==> src/hdl/irpfd_pkg.sv <==
// shared constants and types of the ir pulse distance frame decoder
`timescale 1ns / 1ps

package irpfd_pkg;

   localparam int ADDR_BITS  = 5;
   localparam int CMD_BITS   = 10;
   localparam int FRAME_BITS = ADDR_BITS + CMD_BITS;
   localparam int TICK_W     = 15;
   localparam int POS_W      = 4;
   localparam int CSR_IDX_W  = 3;

   localparam logic [POS_W-1:0] POS_IDLE = POS_W'(FRAME_BITS);
   localparam logic [POS_W-1:0] POS_LAST = POS_W'(FRAME_BITS - 1);

   typedef enum logic [CSR_IDX_W-1:0] {
      CSR_INVERTED_POLARITY = 3'd0,
      CSR_MARGIN_TICKS      = 3'd1,
      CSR_ZERO_MARK_TICKS   = 3'd2,
      CSR_ZERO_SPACE_TICKS  = 3'd3,
      CSR_ONE_MARK_TICKS    = 3'd4,
      CSR_ONE_SPACE_TICKS   = 3'd5
   } csr_index_type;

   // one classified word handed from the input stage to the frame assembler
   typedef struct packed {
      logic valid;
      logic frame_start;
      logic bit_value;
   } item_ctrl_type;

endpackage

==> src/hdl/irpfd_symbol_match.sv <==
// compares one pulse word against one symbol's mark and space window
`timescale 1ns / 1ps

module irpfd_symbol_match
   import irpfd_pkg::*;
(
   input  logic              polarity,
   input  logic [TICK_W-1:0] margin,
   input  logic [TICK_W-1:0] mark_target,
   input  logic [TICK_W-1:0] space_target,
   input  logic              first_level,
   input  logic [TICK_W-1:0] first_ticks,
   input  logic              second_level,
   input  logic [TICK_W-1:0] second_ticks,
   output logic              match
);

   function automatic logic in_window(input logic [TICK_W-1:0] raw,
                                      input logic [TICK_W-1:0] target,
                                      input logic [TICK_W-1:0] tol);
      logic [TICK_W:0]   hi;
      logic [TICK_W-1:0] lo;
      hi = {1'b0, target} + {1'b0, tol};
      lo = target - tol;
      // a margin above the target never matches
      in_window = (tol <= target) && ({1'b0, raw} < hi) && (raw > lo);
   endfunction

   assign match = (first_level == polarity) && (second_level != polarity) &&
                  in_window(first_ticks, mark_target, margin) &&
                  in_window(second_ticks, space_target, margin);

endmodule

==> src/hdl/irpfd_frame_asm.sv <==
// bit position tracking, address and command assembly and the result register
`timescale 1ns / 1ps

module irpfd_frame_asm
   import irpfd_pkg::*;
(
   input  logic                 clock,
   input  logic                 reset,
   input  item_ctrl_type        item,
   output logic                 take,
   output logic                 rsp_valid,
   input  logic                 rsp_stall,
   output logic [ADDR_BITS-1:0] rsp_address,
   output logic [CMD_BITS-1:0]  rsp_command
);

   logic [POS_W-1:0]     pos_ff, pos_in, pos_eff;
   logic [ADDR_BITS-1:0] addr_ff, addr_in, addr_eff;
   logic [CMD_BITS-1:0]  cmd_ff, cmd_in, cmd_eff;
   logic                 rsp_valid_ff;
   logic [ADDR_BITS-1:0] rsp_address_ff;
   logic [CMD_BITS-1:0]  rsp_command_ff;
   logic                 active, finish;

   always_comb begin
      pos_eff  = item.frame_start ? '0 : pos_ff;
      addr_eff = item.frame_start ? '0 : addr_ff;
      cmd_eff  = item.frame_start ? '0 : cmd_ff;
      active   = (pos_eff != POS_IDLE);
      for (int i = 0; i < ADDR_BITS; i++) begin
         addr_in[i] = addr_eff[i] |
                      (active && item.bit_value && (pos_eff == POS_W'(i)));
      end
      for (int i = 0; i < CMD_BITS; i++) begin
         cmd_in[i] = cmd_eff[i] |
                     (active && item.bit_value && (pos_eff == POS_W'(i + ADDR_BITS)));
      end
      pos_in = active ? pos_eff + 1'b1 : pos_eff;
      finish = active && (pos_eff == POS_LAST);
      // a word that closes a frame waits for room in the result register
      take   = item.valid && (!finish || !rsp_valid_ff || !rsp_stall);
   end

   always_ff @(posedge clock) begin
      if (reset) begin
         pos_ff       <= POS_IDLE;
         addr_ff      <= '0;
         cmd_ff       <= '0;
         rsp_valid_ff <= 1'b0;
      end else begin
         if (take) begin
            pos_ff  <= pos_in;
            addr_ff <= addr_in;
            cmd_ff  <= cmd_in;
         end
         if (take && finish) begin
            rsp_valid_ff <= 1'b1;
         end else if (!rsp_stall) begin
            rsp_valid_ff <= 1'b0;
         end
      end
   end

   always_ff @(posedge clock) begin
      if (take && finish) begin
         rsp_address_ff <= addr_in;
         rsp_command_ff <= cmd_in;
      end
   end

   assign rsp_valid   = rsp_valid_ff;
   assign rsp_address = rsp_address_ff;
   assign rsp_command = rsp_command_ff;

endmodule

==> src/hdl/ir_pulse_distance_frame_decoder_unit.sv <==
// top level of the ir pulse distance frame decoder
`timescale 1ns / 1ps

// usage
//   req_ channel: one captured pulse word per handshake (valid high, stall low)
//   rsp_ channel: one word with address and command per completed frame
//   csr_ port: write enable, register index and data, taken at any enabled edge;
//   write only while no frame word is in flight
// timing
//   a word is registered at the input, classified by the two symbol
//   comparators and folded into the frame when the assembler takes it; a
//   result is written to the rsp_ register as the assembler takes the fifteenth
//   word and leaves once rsp_stall is low
//   throughput is one word per cycle while no frame-closing word waits,
//   set by the single input register feeding the frame assembler
// stall
//   the result register holds while rsp_stall is high; words that do not
//   finish a frame keep flowing, and only a frame-closing word waits, which
//   then raises req_stall
// reset
//   clears all csr registers to zero, empties both stages and puts the bit
//   position in idle, so words are ignored until one marks a frame start
module ir_pulse_distance_frame_decoder_unit
   import irpfd_pkg::*;
(
   input  logic                 clock,
   input  logic                 reset,
   input  logic                 csr_write_enable,
   input  logic [CSR_IDX_W-1:0] csr_index,
   input  logic [TICK_W-1:0]    csr_data,
   input  logic                 req_valid,
   output logic                 req_stall,
   input  logic                 req_frame_start,
   input  logic                 req_first_level,
   input  logic [TICK_W-1:0]    req_first_ticks,
   input  logic                 req_second_level,
   input  logic [TICK_W-1:0]    req_second_ticks,
   output logic                 rsp_valid,
   input  logic                 rsp_stall,
   output logic [ADDR_BITS-1:0] rsp_address,
   output logic [CMD_BITS-1:0]  rsp_command
);

   // csr registers
   logic              polarity_ff;
   logic [TICK_W-1:0] margin_ff, zero_mark_ff, zero_space_ff, one_mark_ff, one_space_ff;

   // input stage
   logic              in_valid_ff;
   logic              in_start_ff, in_l0_ff, in_l1_ff;
   logic [TICK_W-1:0] in_d0_ff, in_d1_ff;

   logic          zero_hit, one_hit, take;
   item_ctrl_type item;

   always_ff @(posedge clock) begin
      if (reset) begin
         polarity_ff   <= 1'b0;
         margin_ff     <= '0;
         zero_mark_ff  <= '0;
         zero_space_ff <= '0;
         one_mark_ff   <= '0;
         one_space_ff  <= '0;
      end else if (csr_write_enable) begin
         case (csr_index)
            CSR_INVERTED_POLARITY: polarity_ff   <= csr_data[0];
            CSR_MARGIN_TICKS:      margin_ff     <= csr_data;
            CSR_ZERO_MARK_TICKS:   zero_mark_ff  <= csr_data;
            CSR_ZERO_SPACE_TICKS:  zero_space_ff <= csr_data;
            CSR_ONE_MARK_TICKS:    one_mark_ff   <= csr_data;
            CSR_ONE_SPACE_TICKS:   one_space_ff  <= csr_data;
            default: ; // unknown index, dropped
         endcase
      end
   end

   // input register refills whenever it is empty or its word moves on
   assign req_stall = in_valid_ff && !take;

   always_ff @(posedge clock) begin
      if (reset) begin
         in_valid_ff <= 1'b0;
      end else if (!req_stall) begin
         in_valid_ff <= req_valid;
      end
   end

   always_ff @(posedge clock) begin
      if (req_valid && !req_stall) begin
         in_start_ff <= req_frame_start;
         in_l0_ff    <= req_first_level;
         in_d0_ff    <= req_first_ticks;
         in_l1_ff    <= req_second_level;
         in_d1_ff    <= req_second_ticks;
      end
   end

   irpfd_symbol_match u_zero_match (
      .polarity     (polarity_ff),
      .margin       (margin_ff),
      .mark_target  (zero_mark_ff),
      .space_target (zero_space_ff),
      .first_level  (in_l0_ff),
      .first_ticks  (in_d0_ff),
      .second_level (in_l1_ff),
      .second_ticks (in_d1_ff),
      .match        (zero_hit)
   );

   irpfd_symbol_match u_one_match (
      .polarity     (polarity_ff),
      .margin       (margin_ff),
      .mark_target  (one_mark_ff),
      .space_target (one_space_ff),
      .first_level  (in_l0_ff),
      .first_ticks  (in_d0_ff),
      .second_level (in_l1_ff),
      .second_ticks (in_d1_ff),
      .match        (one_hit)
   );

   // zero has priority; no match leaves a zero bit
   always_comb begin
      item.valid       = in_valid_ff;
      item.frame_start = in_start_ff;
      item.bit_value   = one_hit && !zero_hit;
   end

   irpfd_frame_asm u_frame_asm (
      .clock       (clock),
      .reset       (reset),
      .item        (item),
      .take        (take),
      .rsp_valid   (rsp_valid),
      .rsp_stall   (rsp_stall),
      .rsp_address (rsp_address),
      .rsp_command (rsp_command)
   );

endmodule
==> config.mk <==
export PLATFORM = sky130hd
export DESIGN_NAME = ir_pulse_distance_frame_decoder_unit
export DESIGN_NICKNAME = d
export VERILOG_FILES = /design/src/hdl/irpfd_pkg.sv /design/src/hdl/irpfd_symbol_match.sv /design/src/hdl/irpfd_frame_asm.sv /design/src/hdl/ir_pulse_distance_frame_decoder_unit.sv
export SDC_FILE = /design/constraint.sdc
export NUM_CORES = 1
export LEC_CHECK = 0
export BUFFER_PORTS_ARGS = -buffer_cell sky130_fd_sc_hd__buf_4
export CAP_MARGIN = 20
export CORE_MARGIN = 4
export CORE_UTILIZATION = 50
export DETAILED_ROUTE_END_ITERATION = 10
export HOLD_SLACK_MARGIN = 0.12
export PLACE_DENSITY = 0.67
export SLEW_MARGIN = 20
export SYNTH_ARGS = -nofsm -noshare
export SYNTH_HDL_FRONTEND = slang
export SYNTH_SLANG_ARGS = --single-unit
==> constraint.sdc <==
create_clock -name clock -period 13.3 [get_ports clock]
set_clock_uncertainty 0.05 [all_clocks]
set_input_delay 1.995 -clock clock [delete_from_list [all_inputs] [get_ports clock]]
set_output_delay 1.995 -clock clock [all_outputs]
set_load 0.005 [all_outputs]
; Yosys cells after proc, flatten, opt, wreduce, memory -nomap -nowiden
; Index checks and enable logic that the tools add are counted.
; W data, S select, Z words.
[op_classes]
n_lt_le_gt_ge = 12
n_mux = 6
add_sub_neg = 9
n_reduce_logical = 51
eq_ne = 23
bitwise_logic = 15
[op_table]
columns = cell, n
row1 = $add A15 B15 Y16, 4
row2 = $lt A15 B16 Y1, 4
row3 = $gt A15 B15 Y1, 4
row4 = $le A15 B15 Y1, 4
row5 = $sub A15 B15 Y15, 4
row6 = $logic_and A1 B1 Y1, 35
row7 = $eq A4 B4 Y1 const B, 7
row8 = $eq A4 B3 Y1 const B, 4
row9 = $or A1 B1 Y1, 15
row10 = $reduce_and A2 Y1, 6
row11 = $mux W10, 1
row12 = $eq A4 B2 Y1 const B, 2
row13 = $mux W4, 2
row14 = $eq A3 B2 Y1 const B, 2
row15 = $eq A3 B3 Y1 const B, 2
row16 = $logic_not A1 Y1, 6
row17 = $mux W5, 1
row18 = $add A4 B1 Y4 const B, 1
row19 = $eq A4 B1 Y1 const B, 1
row20 = $logic_not A4 Y1, 1
row21 = $ne A4 B4 Y1 const B, 1
row22 = $eq A3 B1 Y1 const B, 1
row23 = $logic_not A3 Y1, 1
row24 = $logic_or A1 B1 Y1, 2
row25 = other kinds (4), 5
[word_totals]
reg_bits = 145
out_inout_bits = 17
elab_cells = 134
inputBits = 56

; Logic depth before layout (Yosys ltp)
; Gate-level depths: netlist of the first run.
[depth]
depth_word = 11
ltp_mapped = 22

; Cells and area by module
; From an unflattened synthesis of the first run, not the netlist that was laid out.
[unflattened]
hier_cells = 1522
area_unflattened_um2 = 13674.4
[modules_own_cells]
columns = mod, seq_area_each_um2, cells_per_inst, area_per_inst_um2, n_inst
row1 = ir_pulse_distance_frame_decoder_unit, 2532.4, 308, 4127.7, 1
row2 = irpfd_symbol_match at u_one_match, 0.0, 545, 4076.4, 1
row3 = irpfd_symbol_match at u_zero_match, 0.0, 534, 4010.1, 1
row4 = irpfd_frame_asm, 850.8, 135, 1460.2, 1

; Worst setup path before layout of the first run
; No wires, ideal clock.
[synth_timing]
path_type = register to register
from = register margin_ff[1]
to = register u_frame_asm.rsp_command_ff[4] (netlist: u_frame_asm.rsp_command[4]) (data pin)
n_path_buf = 1
period_less_slack_ns = 4.919
setup_slack_ns = 8.381
required_ns = 12.981
stages_incl_launch_ff = 21
arrival_ns = 4.600
path_cell_list = dfxtp_1 inv_1 ha_1 nor2b_1 o31ai_1 a21oi_1 o41ai_1 nand2b_1 a21oi_1 o2111a_1 a211oi_1 ha_1 nand4_1 nor3_1 a211oi_1 o21ai_0 a2111oi_0 nand4_1 o311ai_2 buf_6 o22ai_2
[synth_between]
elab_chain_len = 11
word_cells_on_any_way = 37
classes_between = add/sub (8) / order compare (12) / bitwise (1) / reduce/logical (16)
[synth_lines]
columns = element, line
row1 = "start, declared", ir_pulse_distance_frame_decoder_unit.sv:46  ; logic [TICK_W-1:0] margin_ff, zero_mark_ff, zero_space_ff, one_mark_ff, one_space_ff;
row2 = "start signal, assigned", ir_pulse_distance_frame_decoder_unit.sv:67  ; CSR_MARGIN_TICKS: margin_ff <= csr_data;
row3 = $add A15 B15 Y16, irpfd_symbol_match.sv:23  ; hi = {1'b0, target} + {1'b0, tol};
row4 = $lt A15 B16 Y1, irpfd_symbol_match.sv:26  ; in_window = (tol <= target) && ({1'b0, raw} < hi) && (raw > lo);
row5 = $logic_and A1 B1 Y1 (2 in series), irpfd_symbol_match.sv:26
row6 = $logic_and A1 B1 Y1, irpfd_symbol_match.sv:29  ; assign match = (first_level == polarity) && (second_level != polarity) &&
row7 = $logic_and A1 B1 Y1, irpfd_symbol_match.sv:30  ; in_window(first_ticks, mark_target, margin) &&
row8 = $logic_not A1 Y1, ir_pulse_distance_frame_decoder_unit.sv:126  ; item.bit_value = one_hit && !zero_hit;
row9 = $logic_and A1 B1 Y1 (*), ir_pulse_distance_frame_decoder_unit.sv:126
row10 = $logic_and A1 B1 Y1 (*) (2 in series), irpfd_frame_asm.sv:36  ; (active && item.bit_value && (pos_eff == POS_W'(i + ADDR_BITS)));
row11 = $or A1 B1 Y1 (*), irpfd_frame_asm.sv:35  ; cmd_in[i] = cmd_eff[i] |
row12 = net u_frame_asm.cmd_in[4], irpfd_frame_asm.sv:19  ; logic [CMD_BITS-1:0] cmd_ff, cmd_in, cmd_eff;
row13 = "end signal, assigned", irpfd_frame_asm.sv:67  ; rsp_command_ff <= cmd_in;
row14 = "end, declared", irpfd_frame_asm.sv:22  ; logic [CMD_BITS-1:0] rsp_command_ff;
; The timed path passes the listed nets; every way through them passes the cells marked *.
; A chain may end at the register's enable or synchronous reset.

; Worst setup path in the final report of the first run
[layout_timing]
from = register margin_ff[1]
to = register u_frame_asm.rsp_address_ff[2] (netlist: u_frame_asm.rsp_address[2]) (data pin)
[layout_between]
elab_chain_len = 11
word_cells_on_any_way = 37
classes_between = add/sub (8) / order compare (12) / bitwise (1) / reduce/logical (16)
[layout_lines]
columns = element, line
row1 = $add A15 B15 Y16, irpfd_symbol_match.sv:23
row2 = $lt A15 B16 Y1, irpfd_symbol_match.sv:26
row3 = $logic_and A1 B1 Y1 (2 in series), irpfd_symbol_match.sv:26
row4 = $logic_and A1 B1 Y1, irpfd_symbol_match.sv:29
row5 = $logic_and A1 B1 Y1, irpfd_symbol_match.sv:30
row6 = $logic_not A1 Y1, ir_pulse_distance_frame_decoder_unit.sv:126
row7 = $logic_and A1 B1 Y1 (*), ir_pulse_distance_frame_decoder_unit.sv:126
row8 = $logic_and A1 B1 Y1 (*) (2 in series), irpfd_frame_asm.sv:32  ; (active && item.bit_value && (pos_eff == POS_W'(i)));
row9 = $or A1 B1 Y1 (*), irpfd_frame_asm.sv:31  ; addr_in[i] = addr_eff[i] |
row10 = net u_frame_asm.addr_in[2], irpfd_frame_asm.sv:18  ; logic [ADDR_BITS-1:0] addr_ff, addr_in, addr_eff;
row11 = "end signal, assigned", irpfd_frame_asm.sv:66  ; rsp_address_ff <= addr_in;
row12 = "end, declared", irpfd_frame_asm.sv:21  ; logic [ADDR_BITS-1:0] rsp_address_ff;
; Marked as above.

==> impl_metrics.tcl, run 1 <==
set metrics [dict create \
    post_layout_nonfiller_instances 1991 \
    core_area_um2 26300 \
    vias_per_cell 5.89 \
    die-area_um2 29700 \
    synthSimpleGateAreaFrac_pct 17.7 \
    synth_top_flop_cell "dfxtp_1" \
    status "complete, no violations" \
    worstPathMaxFanout 30 \
    root_buffer "clkbuf_16" \
    antenna_found_initial 1 \
    max_cap_viol_count 0 \
    synthMuxAreaShare_pct 0.0742 \
    maxSlewHeadroom_pct 33.0 \
    hold_buffers 0 \
    fp-row-count 59 \
    critPathKind "register to register" \
    cp.required_ps 13410 \
    clk_path_buf_depth 2 \
    finalCriticalPeriod_ps 6670 \
    synth_compound_area_share_pct 21.5 \
    insertion_delay_ps 440 \
    postCtsSetupBuffers 0 \
    antenna_cells 0 \
    synth_area_um2 13500 \
    syn_inst 1616 \
    dpl.hpwl_mm 29.9 \
    start_kind "register" \
    setup_viol 0 \
    num_io_pins 73 \
    synth_area_leader_cell "ha_1" \
    grt_pass1_wl_mm 59.6 \
    ir_drop_mv 0.0727 \
    final_nets 1947 \
    synthXorXnorAreaFrac_pct 6.29 \
    postPlaceCellArea_um2 14100 \
    reg2reg_slack_ps 6630 \
    hold_slack_ps 407 \
    drc 0 \
    grtUsageTotal_pct 25.5 \
    path_clk_slew_ps 60 \
    start_util_pct 51.4 \
    grt_start_max_net_pins 86 \
    die_y_um 172 \
    cts_buffers 17 \
    grt_pass1_vias 11300 \
    hold_viol_final 0 \
    synth_fa_ha_area_share_pct 23.4 \
    final.setup.tns_ps 0 \
    rsz0062_at_grt "false" \
    drv_slew 0 \
    drt_iter0_drc 873 \
    synth_top_area_share_pct 22.2 \
    post_cts_resized 0 \
    static-leakage-power_uw 0.00623 \
    cts_tree "yes" \
    max_freq_mhz 150 \
    cts.sinks 145 \
    die_x_um 172 \
    async_flop_share_pct 0 \
    synth.distinct_cells 82 \
    p_per_area_nw_per_um2 93.3 \
    synthTopCellsByArea "ha_1, dfxtp_1, edfxtp_1" \
    ys_seq_elements 145 \
    portBuffers 72 \
    finalCritPeriodShare_pct 50.2 \
    p_total_uw 1370 \
    synth.yosys.warnings 0 \
    ant_nets 0 \
    wl_per_cell_um 18.9 \
    arrival_ps 6780 \
    postLayoutCellArea_um2 14700 \
    gp_congestion 0.942 \
    hold_class "register to register" \
    synth_top_family_by_area "adder cells" \
    syn_nets 1920 \
    avgSynthCellArea_um2 8.35 \
    htreeDepth 4 \
    drt_wl_total_mm 37.7 \
    overflow 0 \
    area_growth_syn_to_layout_pct 9.01 \
    synth_edf_count 48 \
    cp-end-kind "register" \
    synth-seq-area-share_pct 25.1 \
    route.vias.total 11700 \
    drtPass1Iterations 5 \
    layout-drive-gt1-share_pct 9.90 \
    placed_cells 1959 \
    fill_cells 2451 \
    tightest_slew_ps 980 \
]
## worst paths after layout
path / cells past startpoint / end / startpoint
max: 20 / u_frame_asm.rsp_address[2] / margin_ff[1]
min: 2 / u_frame_asm.addr_ff[1] / u_frame_asm.addr_ff[1]
max reg2reg: 20 / u_frame_asm.rsp_address[2] / margin_ff[1]
min reg2reg: 2 / u_frame_asm.addr_ff[1] / u_frame_asm.addr_ff[1]
## final cells by class
cell class	count	area [um^2]	area share (%)
multi-input cells	1292	9330	63.4
flip-flops and latches	145	3380	23.0
repair buffers	77	578	3.93
clock buffers	20	468	3.18
well taps	335	419	2.85
inverters	110	413	2.81
clock inverters	12	118	0.799
## registers in the layout, indices dropped and copies added (netlist names), 4 cells and up
signal and count:
zero_mark_ff 15, one_mark_ff 15, u_frame_asm.pos_ff 4, in_d1_ff 15, in_d0_ff 15, zero_space_ff 15, u_frame_asm.rsp_command 10, u_frame_asm.cmd_ff 10
u_frame_asm.addr_ff 5, u_frame_asm.rsp_address 5, one_space_ff 15, margin_ff 15
## critical path, stage by stage, from the launching register on
cell	delay [ps]
dfxtp_1	690
inv_1	400
ha_1	420
nor2b_1	150
o31ai_1	360
a21oi_1	170
o41ai_1	600
nand2b_1	190
a21oi_1	100
o2111a_1	240
a211oi_1	230
ha_1	290
nand4_1	90
nor3_1	50
a211oi_1	230
o21ai_0	110
a2111oi_0	780
nand4_1	300
o311ai_4	280
buf_4	470
o22ai_2	160
## per-stage QoR
| step | setup slack (ps) | util (%) |
|---|---|---|
| after CTS | 6640 | 56.0 |
| after detailed placement | 6670 | 53.7 |
| final | 6630 | 56.0 |
| after floorplan | 8380 | - |
| after global routing | 5950 | 56.0 |
| after global placement | 6970 | 53.7 |
## Yosys cell counts (all sizes together), types with 4 or more instances
library cell	instances
ha	240
a31oi	8
a221oi	4
a211o	4
o21ai	71
nand2b	24
o31a	4
o21a	13
a2111oi	10
a21oi	184
buf	23
edfxtp	48
a211oi	23
nor3	24
dfxtp	97
and3	8
o22ai	18
nor3b	11
nor2	104
nand3	54
nor2b	17
inv	109
clkbuf	43
nand4	28
a21o	31
o31ai	7
o311ai	8
o211ai	11
fa	8
nand2	202
nor4	7
xnor2	81
or3	8
xor2	16
nand3b	5
o21bai	18
a221o	4
and2	4
## cells by family (layout without fill, tap and decap cells)
| logic type | Yosys count | in the layout |
|---|---|---|
| and+or+nand+nor | 510 | 510 |
| muxes | 1 | 1 |
| adders and majority gates | 248 | 248 |
| xor gates and xnor gates | 97 | 97 |
| AOI/OAI and AO/OA | 436 | 436 |
| buffers and inverters | 179 | 219 |
| DFF | 145 | 145 |
## routing by layer
| metal | part of all wire (%) | global-route usage [%] | up-vias |
|---|---|---|---|
| li1 | - | - | 5807 |
| met4 | 2.4 | 8.30 | 2 |
| met5 | 0.035 | 0 | - |
| met2 | 46 | 42.0 | 333 |
| met1 | 46 | 34.8 | 5528 |
| met3 | 5.5 | 3.38 | 59 |
## cell usage in the layout, fill, tap and decap left out, types with 48 or more instances in the layout
cell type,netlist,routed
nand3_1,54,54
inv_1,105,105
dfxtp_1,97,97
nor2_1,104,103
nand2_1,202,202
buf_4,1,77
edfxtp_1,48,48
a21oi_1,183,182
ha_1,240,240
xnor2_1,81,81
## where the power goes
| group | leakage, uW | internal [uW] | total (uW) | switching (uW) |
|---|---|---|---|---|
| combinational | 0.00466 | 162 | 386 | 224 |
| clock | 0.000294 | 278 | 495 | 217 |
| sequential | 0.00127 | 472 | 492 | 20.2 |
No activity file was read; power rests on OpenSTA's default activity.
==> run 2, diff against run 1 <==
--- a/config.mk
+++ b/config.mk
@@ -5,13 +5,14 @@
 export SDC_FILE = /design/constraint.sdc
 export NUM_CORES = 1
 export LEC_CHECK = 0
+export ABC_AREA = 1
 export BUFFER_PORTS_ARGS = -buffer_cell sky130_fd_sc_hd__buf_4
 export CAP_MARGIN = 20
 export CORE_MARGIN = 4
 export CORE_UTILIZATION = 50
 export DETAILED_ROUTE_END_ITERATION = 10
 export HOLD_SLACK_MARGIN = 0.12
-export PLACE_DENSITY = 0.67
+export PLACE_DENSITY = 0.7
 export SLEW_MARGIN = 20
 export SYNTH_ARGS = -nofsm -noshare
 export SYNTH_HDL_FRONTEND = slang
==> constraint.sdc (replaced) <==
create_clock -name clock -period 5.7 [get_ports clock]
set_clock_uncertainty 0.05 [all_clocks]
set_input_delay 0.855 -clock clock [delete_from_list [all_inputs] [get_ports clock]]
set_output_delay 0.855 -clock clock [all_outputs]
set_load 0.005 [all_outputs]
==> run 2 against run 1 <==
Compared with the run above:
- critical path depth grew 9
- flip-flop and latch count is the same
- global-route usage grew 0.94 points
- total power grew to 2.7 times the previous value
- synthesized cell count grew 13%
- final area grew 2.0%
- routed wire length grew 6.3%
- highest routed layer is now met4
- via count grew 5.1%
- critical path type unchanged
- clock power grew to 2.7 times the previous value
- clock-buffer cell count shrank 2
==> impl_metrics.tcl, run 2 <==
set metrics [dict create \
    wl_per_cell_um 18.0 \
    cts.sinks 145 \
    final_util_pct 55.8 \
    cp_slowest_cell "dfxtp_1" \
    start_util_pct 50.8 \
    num_io_pins 73 \
    multiInputGateArea_um2 9140 \
    vias_per_cell 5.54 \
    final.setup.tns_ps 0 \
    cpMostUsedCell "nor2_1" \
    final_nets 2173 \
    syn_nets 2132 \
    overflow 0 \
    drt_iter0_drc 1019 \
    hold_viol_final 0 \
    ys_seq_elements 145 \
    static-leakage-power_uw 0.00749 \
    synth_area_um2 13600 \
    clk_path_buf_depth 2 \
    die_x_um 173 \
    synth-seq-area-share_pct 24.8 \
    insertion_delay_ps 450 \
    gp_congestion 1.05 \
    p_comb_share_pct 31.9 \
    area_growth_syn_to_layout_pct 9.96 \
    post_cts_resized 0 \
    critPathMaxStageDelay_ps 570 \
    synth_area_leader_cell "ha_1" \
    layout-drive-gt1-share_pct 9.78 \
    seq_power_share_pct 31.9 \
    postCtsSetupBuffers 0 \
    power_frac_clock_pct 36.3 \
    async_flop_share_pct 0 \
    post_layout_nonfiller_instances 2224 \
    ir_drop_mv 0.178 \
    synthTopCellsByArea "ha_1, dfxtp_1, edfxtp_1" \
    rsz0062_at_grt "false" \
    drv_slew 0 \
    route.vias.total 12300 \
    p_sw_uw 1340 \
    synth_edf_count 48 \
    htreeDepth 4 \
    synth.yosys.warnings 0 \
    root_buffer "clkbuf_16" \
    arrival_ps 5430 \
    cts_tree "yes" \
    cp-end-kind "register" \
    tightest_slew_ps 841 \
    drtPass1Iterations 5 \
    max_freq_mhz 196 \
    p_per_area_nw_per_um2 245 \
    grt_start_max_net_pins 79 \
    worstPathMaxFanout 15 \
    fp-row-count 60 \
    status "complete, no violations" \
    p_int_uw 2340 \
    die_y_um 173 \
    cts_buffers 17 \
    hold_depth 2 \
    drt_wl_total_mm 40.1 \
    p_total_uw 3680 \
    grt_pass1_vias 12200 \
    finalCritPeriodShare_pct 89.3 \
    synth.distinct_cells 52 \
    ant_nets 0 \
    critPathKind "register to register" \
    hold_class "register to register" \
    antenna_found_initial 0 \
    ff2ff_path_depth 29 \
    layout_common_cells "nand2_1, ha_1, nor2_1" \
    setup_viol 0 \
    yosysMostFrequentCell "nand2_1" \
    placed_cells 2191 \
    die-area_um2 30000 \
    finalCriticalPeriod_ps 5090 \
    avgSynthCellArea_um2 7.46 \
    cp.required_ps 6040 \
    grt_pass1_wl_mm 63.5 \
    seqCellArea_um2 3380 \
    hold_buffers 0 \
    mostFrequentLayoutCell "nand2_1" \
    dpl.hpwl_mm 32.0 \
    synth_top_flop_cell "dfxtp_1" \
    grtUsageTotal_pct 26.5 \
    path_clk_slew_ps 70 \
    portBuffers 72 \
    fill_cells 2579 \
    synth_common_cells "nand2_1, ha_1, nor2_1" \
    drc 0 \
    syn_inst 1828 \
    start_kind "register" \
    synth_top_area_share_pct 22.0 \
    max_cap_viol_count 0 \
    maxSlewHeadroom_pct 43.8 \
    swShare_pct 36.4 \
    core_area_um2 26900 \
]
run 2: per-layer routing:
layer  up-vias  routed length [um]  global-route usage (%)  share of wire (%)
met4         0                 988                    8.38                2.5
met3        58                1970                    3.08                4.9
li1       6164                   -                       -                  -
met1      5775               18700                    36.3                 47
met5         -                   0                       0                  0
met2       325               18400                    43.8                 46
run 2: per-stage QoR:
step / worst slack, ps / hold WS (ps) / cell area, um^2
after floorplan: 1670 / 392 / 13600
after global placement: 686 / 407 / 14300
after detailed placement: 668 / 413 / 14300
after CTS: 653 / 425 / 15000
after global routing: 202 / 451 / 15000
final: 609 / 424 / 15000
run 2: final cells by class:
class	instances	area share, %
clock buffers	18	3.00
inverters	207	5.20
clock inverters	14	1.52
diodes	1	0.0167
repair buffers	79	3.95
well taps	341	2.84
flip-flops and latches	145	22.6
multi-input cells	1419	60.9
run 2: logic make-up after synthesis:
kind of cell	Yosys count	share of synthesized area (%)
xor+xnor	106	6.80
buf+inv	264	8.23
fa+ha+maj	248	23.2
simple gates	688	22.2
compound gates	377	14.8
flops	145	24.8
run 2: power groups by stage:
stage | clock network [uW] | logic [uW] | registers, uW
6_report | 1330 | 1170 | 1170
5_1_grt | 1400 | 1330 | 1180
4_1_cts | 1350 | 1160 | 1170
3_5_place_dp | 0 | 1150 | 1200
3_3_place_gp | 0 | 1130 | 1190
2_1_floorplan | 0 | 831 | 1180
run 2: worst max-delay path: cells and delay by family (launching register included):
family,cells,cell delay [ps]
and+or+nand+nor,18,2190
xor gates and xnor gates,1,190
AOI/OAI and AO/OA,4,940
adders and majority gates,3,890
buffers and inverters,3,180
DFF,1,570
run 2: worst paths after layout:
| check | to | start | slack, ps |
|---|---|---|---|
| worst max register to register | u_frame_asm.cmd_ff[4] | margin_ff[0] | 610 |
| worst min register to register | zero_space_ff[2] | zero_space_ff[2] | 420 |
| worst min-delay path | zero_space_ff[2] | zero_space_ff[2] | 420 |
| worst max-delay path | u_frame_asm.cmd_ff[4] | margin_ff[0] | 610 |
==> run 3, diff against run 2 <==
--- a/config.mk
+++ b/config.mk
@@ -8,11 +8,11 @@
 export ABC_AREA = 1
 export BUFFER_PORTS_ARGS = -buffer_cell sky130_fd_sc_hd__buf_4
 export CAP_MARGIN = 20
-export CORE_MARGIN = 4
-export CORE_UTILIZATION = 50
+export CORE_MARGIN = 2
+export CORE_UTILIZATION = 57
 export DETAILED_ROUTE_END_ITERATION = 10
 export HOLD_SLACK_MARGIN = 0.12
-export PLACE_DENSITY = 0.7
+export PLACE_DENSITY = 0.78
 export SLEW_MARGIN = 20
 export SYNTH_ARGS = -nofsm -noshare
 export SYNTH_HDL_FRONTEND = slang
==> run 3 against run 2 <==
Compared with the run above:
- cell count fell by 1.1%
- routed wire length fell by 6.5%
- die area fell by 16%
- clock-buffer cell count rose by 1
- global-route usage rose by 3.3 points
- non-clock buffer count fell by 2
- setup slack improved by 83 ps
- total power fell by 4.4%
- combinational power barely moved
- hold slack improved by 1.7 ps
- first-iteration DRC count fell by 4.8%
- clock power fell by 11%
- highest routed layer unchanged
==> impl_metrics.tcl, run 3 (synthesis results as in run 2) <==
set metrics [dict create \
    max_cap_viol_count 0 \
    mostFrequentLayoutCell "nand2_1" \
    worstPathMaxFanout 15 \
    grt_pass1_vias 11700 \
    overflow 0 \
    start_kind "register" \
    grtUsageTotal_pct 29.8 \
    htreeDepth 4 \
    vias_per_cell 5.55 \
    antenna_cells 0 \
    core_area_um2 23500 \
    area_growth_syn_to_layout_pct 9.08 \
    critPathKind "register to register" \
    drt_wl_total_mm 37.4 \
    path_buf_inv 3 \
    tightest_slew_ps 999 \
    static-leakage-power_uw 0.00745 \
    postPlaceCellArea_um2 14300 \
    ant_nets 0 \
    drtPass1Iterations 6 \
    insertion_delay_ps 440 \
    setup_viol 0 \
    cp_top_family "simple AND/OR/NAND/NOR gates" \
    cts.sinks 145 \
    path_clk_slew_ps 80 \
    layout_common_cells "nand2_1, ha_1, nor2_1" \
    hold_slack_ps 426 \
    status "complete, no violations" \
    drc 0 \
    start_util_pct 58.1 \
    gp_congestion 0.988 \
    fp-row-count 56 \
    cpMostUsedCell "nor2_1" \
    max_freq_mhz 200 \
    cts_tree "yes" \
    finalCriticalPeriod_ps 5010 \
    hold_viol_final 0 \
    die_x_um 159 \
    cts_buffers 17 \
    route.vias.total 12200 \
    portBuffers 72 \
    cp.required_ps 6050 \
    critPathMaxStageDelay_ps 650 \
    drv_slew 0 \
    grt_pass1_wl_mm 60.1 \
    postLayoutCellArea_um2 14900 \
    reg2reg_slack_ps 690 \
    hold_class "register to register" \
    dpl.hpwl_mm 29.6 \
    post_layout_nonfiller_instances 2199 \
    finalCritPeriodShare_pct 87.9 \
    placed_cells 2167 \
    antenna_found_initial 0 \
    maxSlewHeadroom_pct 33.2 \
    num_io_pins 73 \
    grt_start_max_net_pins 77 \
    drt_iter0_drc 970 \
    rsz0062_at_grt "false" \
    ir_drop_mv 0.131 \
    final_nets 2171 \
    arrival_ps 5350 \
    postCtsSetupBuffers 0 \
    wl_per_cell_um 17.0 \
    layout-drive-gt1-share_pct 9.63 \
    root_buffer "clkbuf_16" \
    final.setup.tns_ps 0 \
    cp-end-kind "register" \
    clk_path_buf_depth 2 \
    cp_slowest_cell "dfxtp_1" \
    die_y_um 159 \
    die-area_um2 25200 \
    p_per_area_nw_per_um2 236 \
]
[run 3: cell count changes in the layout (fill, tap and decap cells not counted), moves of 2 or more]
cell       delta
buf_4         -2
bufinv_16     -3
inv_6         +3
inv_8         -5
inv_4         +4
[run 3: layer usage]
metal  wire length, um  vias up  GRT usage, %  share of wire (%)
met5                 0        -             0                  0
met4              1420        0          12.1                3.8
met3              2630       69          5.49                7.0
met2             16300      415          47.0                 44
met1             17100     5560          40.1                 46
li1                  -     6169             -                  -
[run 3: where the power goes]
group	internal (uW)	total, uW	switching [uW]
Clock	656	1180	527
Combinational	435	1160	726
Sequential	1120	1170	56.8
[run 3: cell type report]
cell class,count,area [um^2]
inverters,207,779
repair buffers,77,578
multi-input cells,1419,9150
clock inverters,13,133
clock buffers,19,464
flip-flops and latches,145,3380
fillers,2074,8590
well taps,319,399
[run 3: worst register-to-register path: cells and delay by family (launching register included)]
family                     cells  cell delay, ps
AOI/OAI and AO/OA              4             780
xor gates and xnor gates       1             200
adders and majority gates      2             820
buffers and inverters          3             510
DFF                            1             650
and+or+nand+nor               18            1950
[run 3: metrics by stage]
stage	util [%]	power (uW)	setup slack, ps
6_report	63.4	3520	692
4_1_cts	63.4	3510	516
3_3_place_gp	60.8	2300	671
3_5_place_dp	60.8	2330	530
2_1_floorplan	-	2010	1670
5_1_grt	63.4	3740	152
[run 3: final timing paths]
kind                            cells past startpoint                    end             start
worst max-delay path                               28  u_frame_asm.cmd_ff[6]      margin_ff[1]
worst min-delay path                                2       zero_space_ff[8]  zero_space_ff[8]
worst max register to register                     28  u_frame_asm.cmd_ff[6]      margin_ff[1]
worst min register to register                      2       zero_space_ff[8]  zero_space_ff[8]
[run 3: repair_timing]
action	CTS	global route
endpoints found under the setup margin	0	7
hold buffers	0	0
resized for setup	0	1
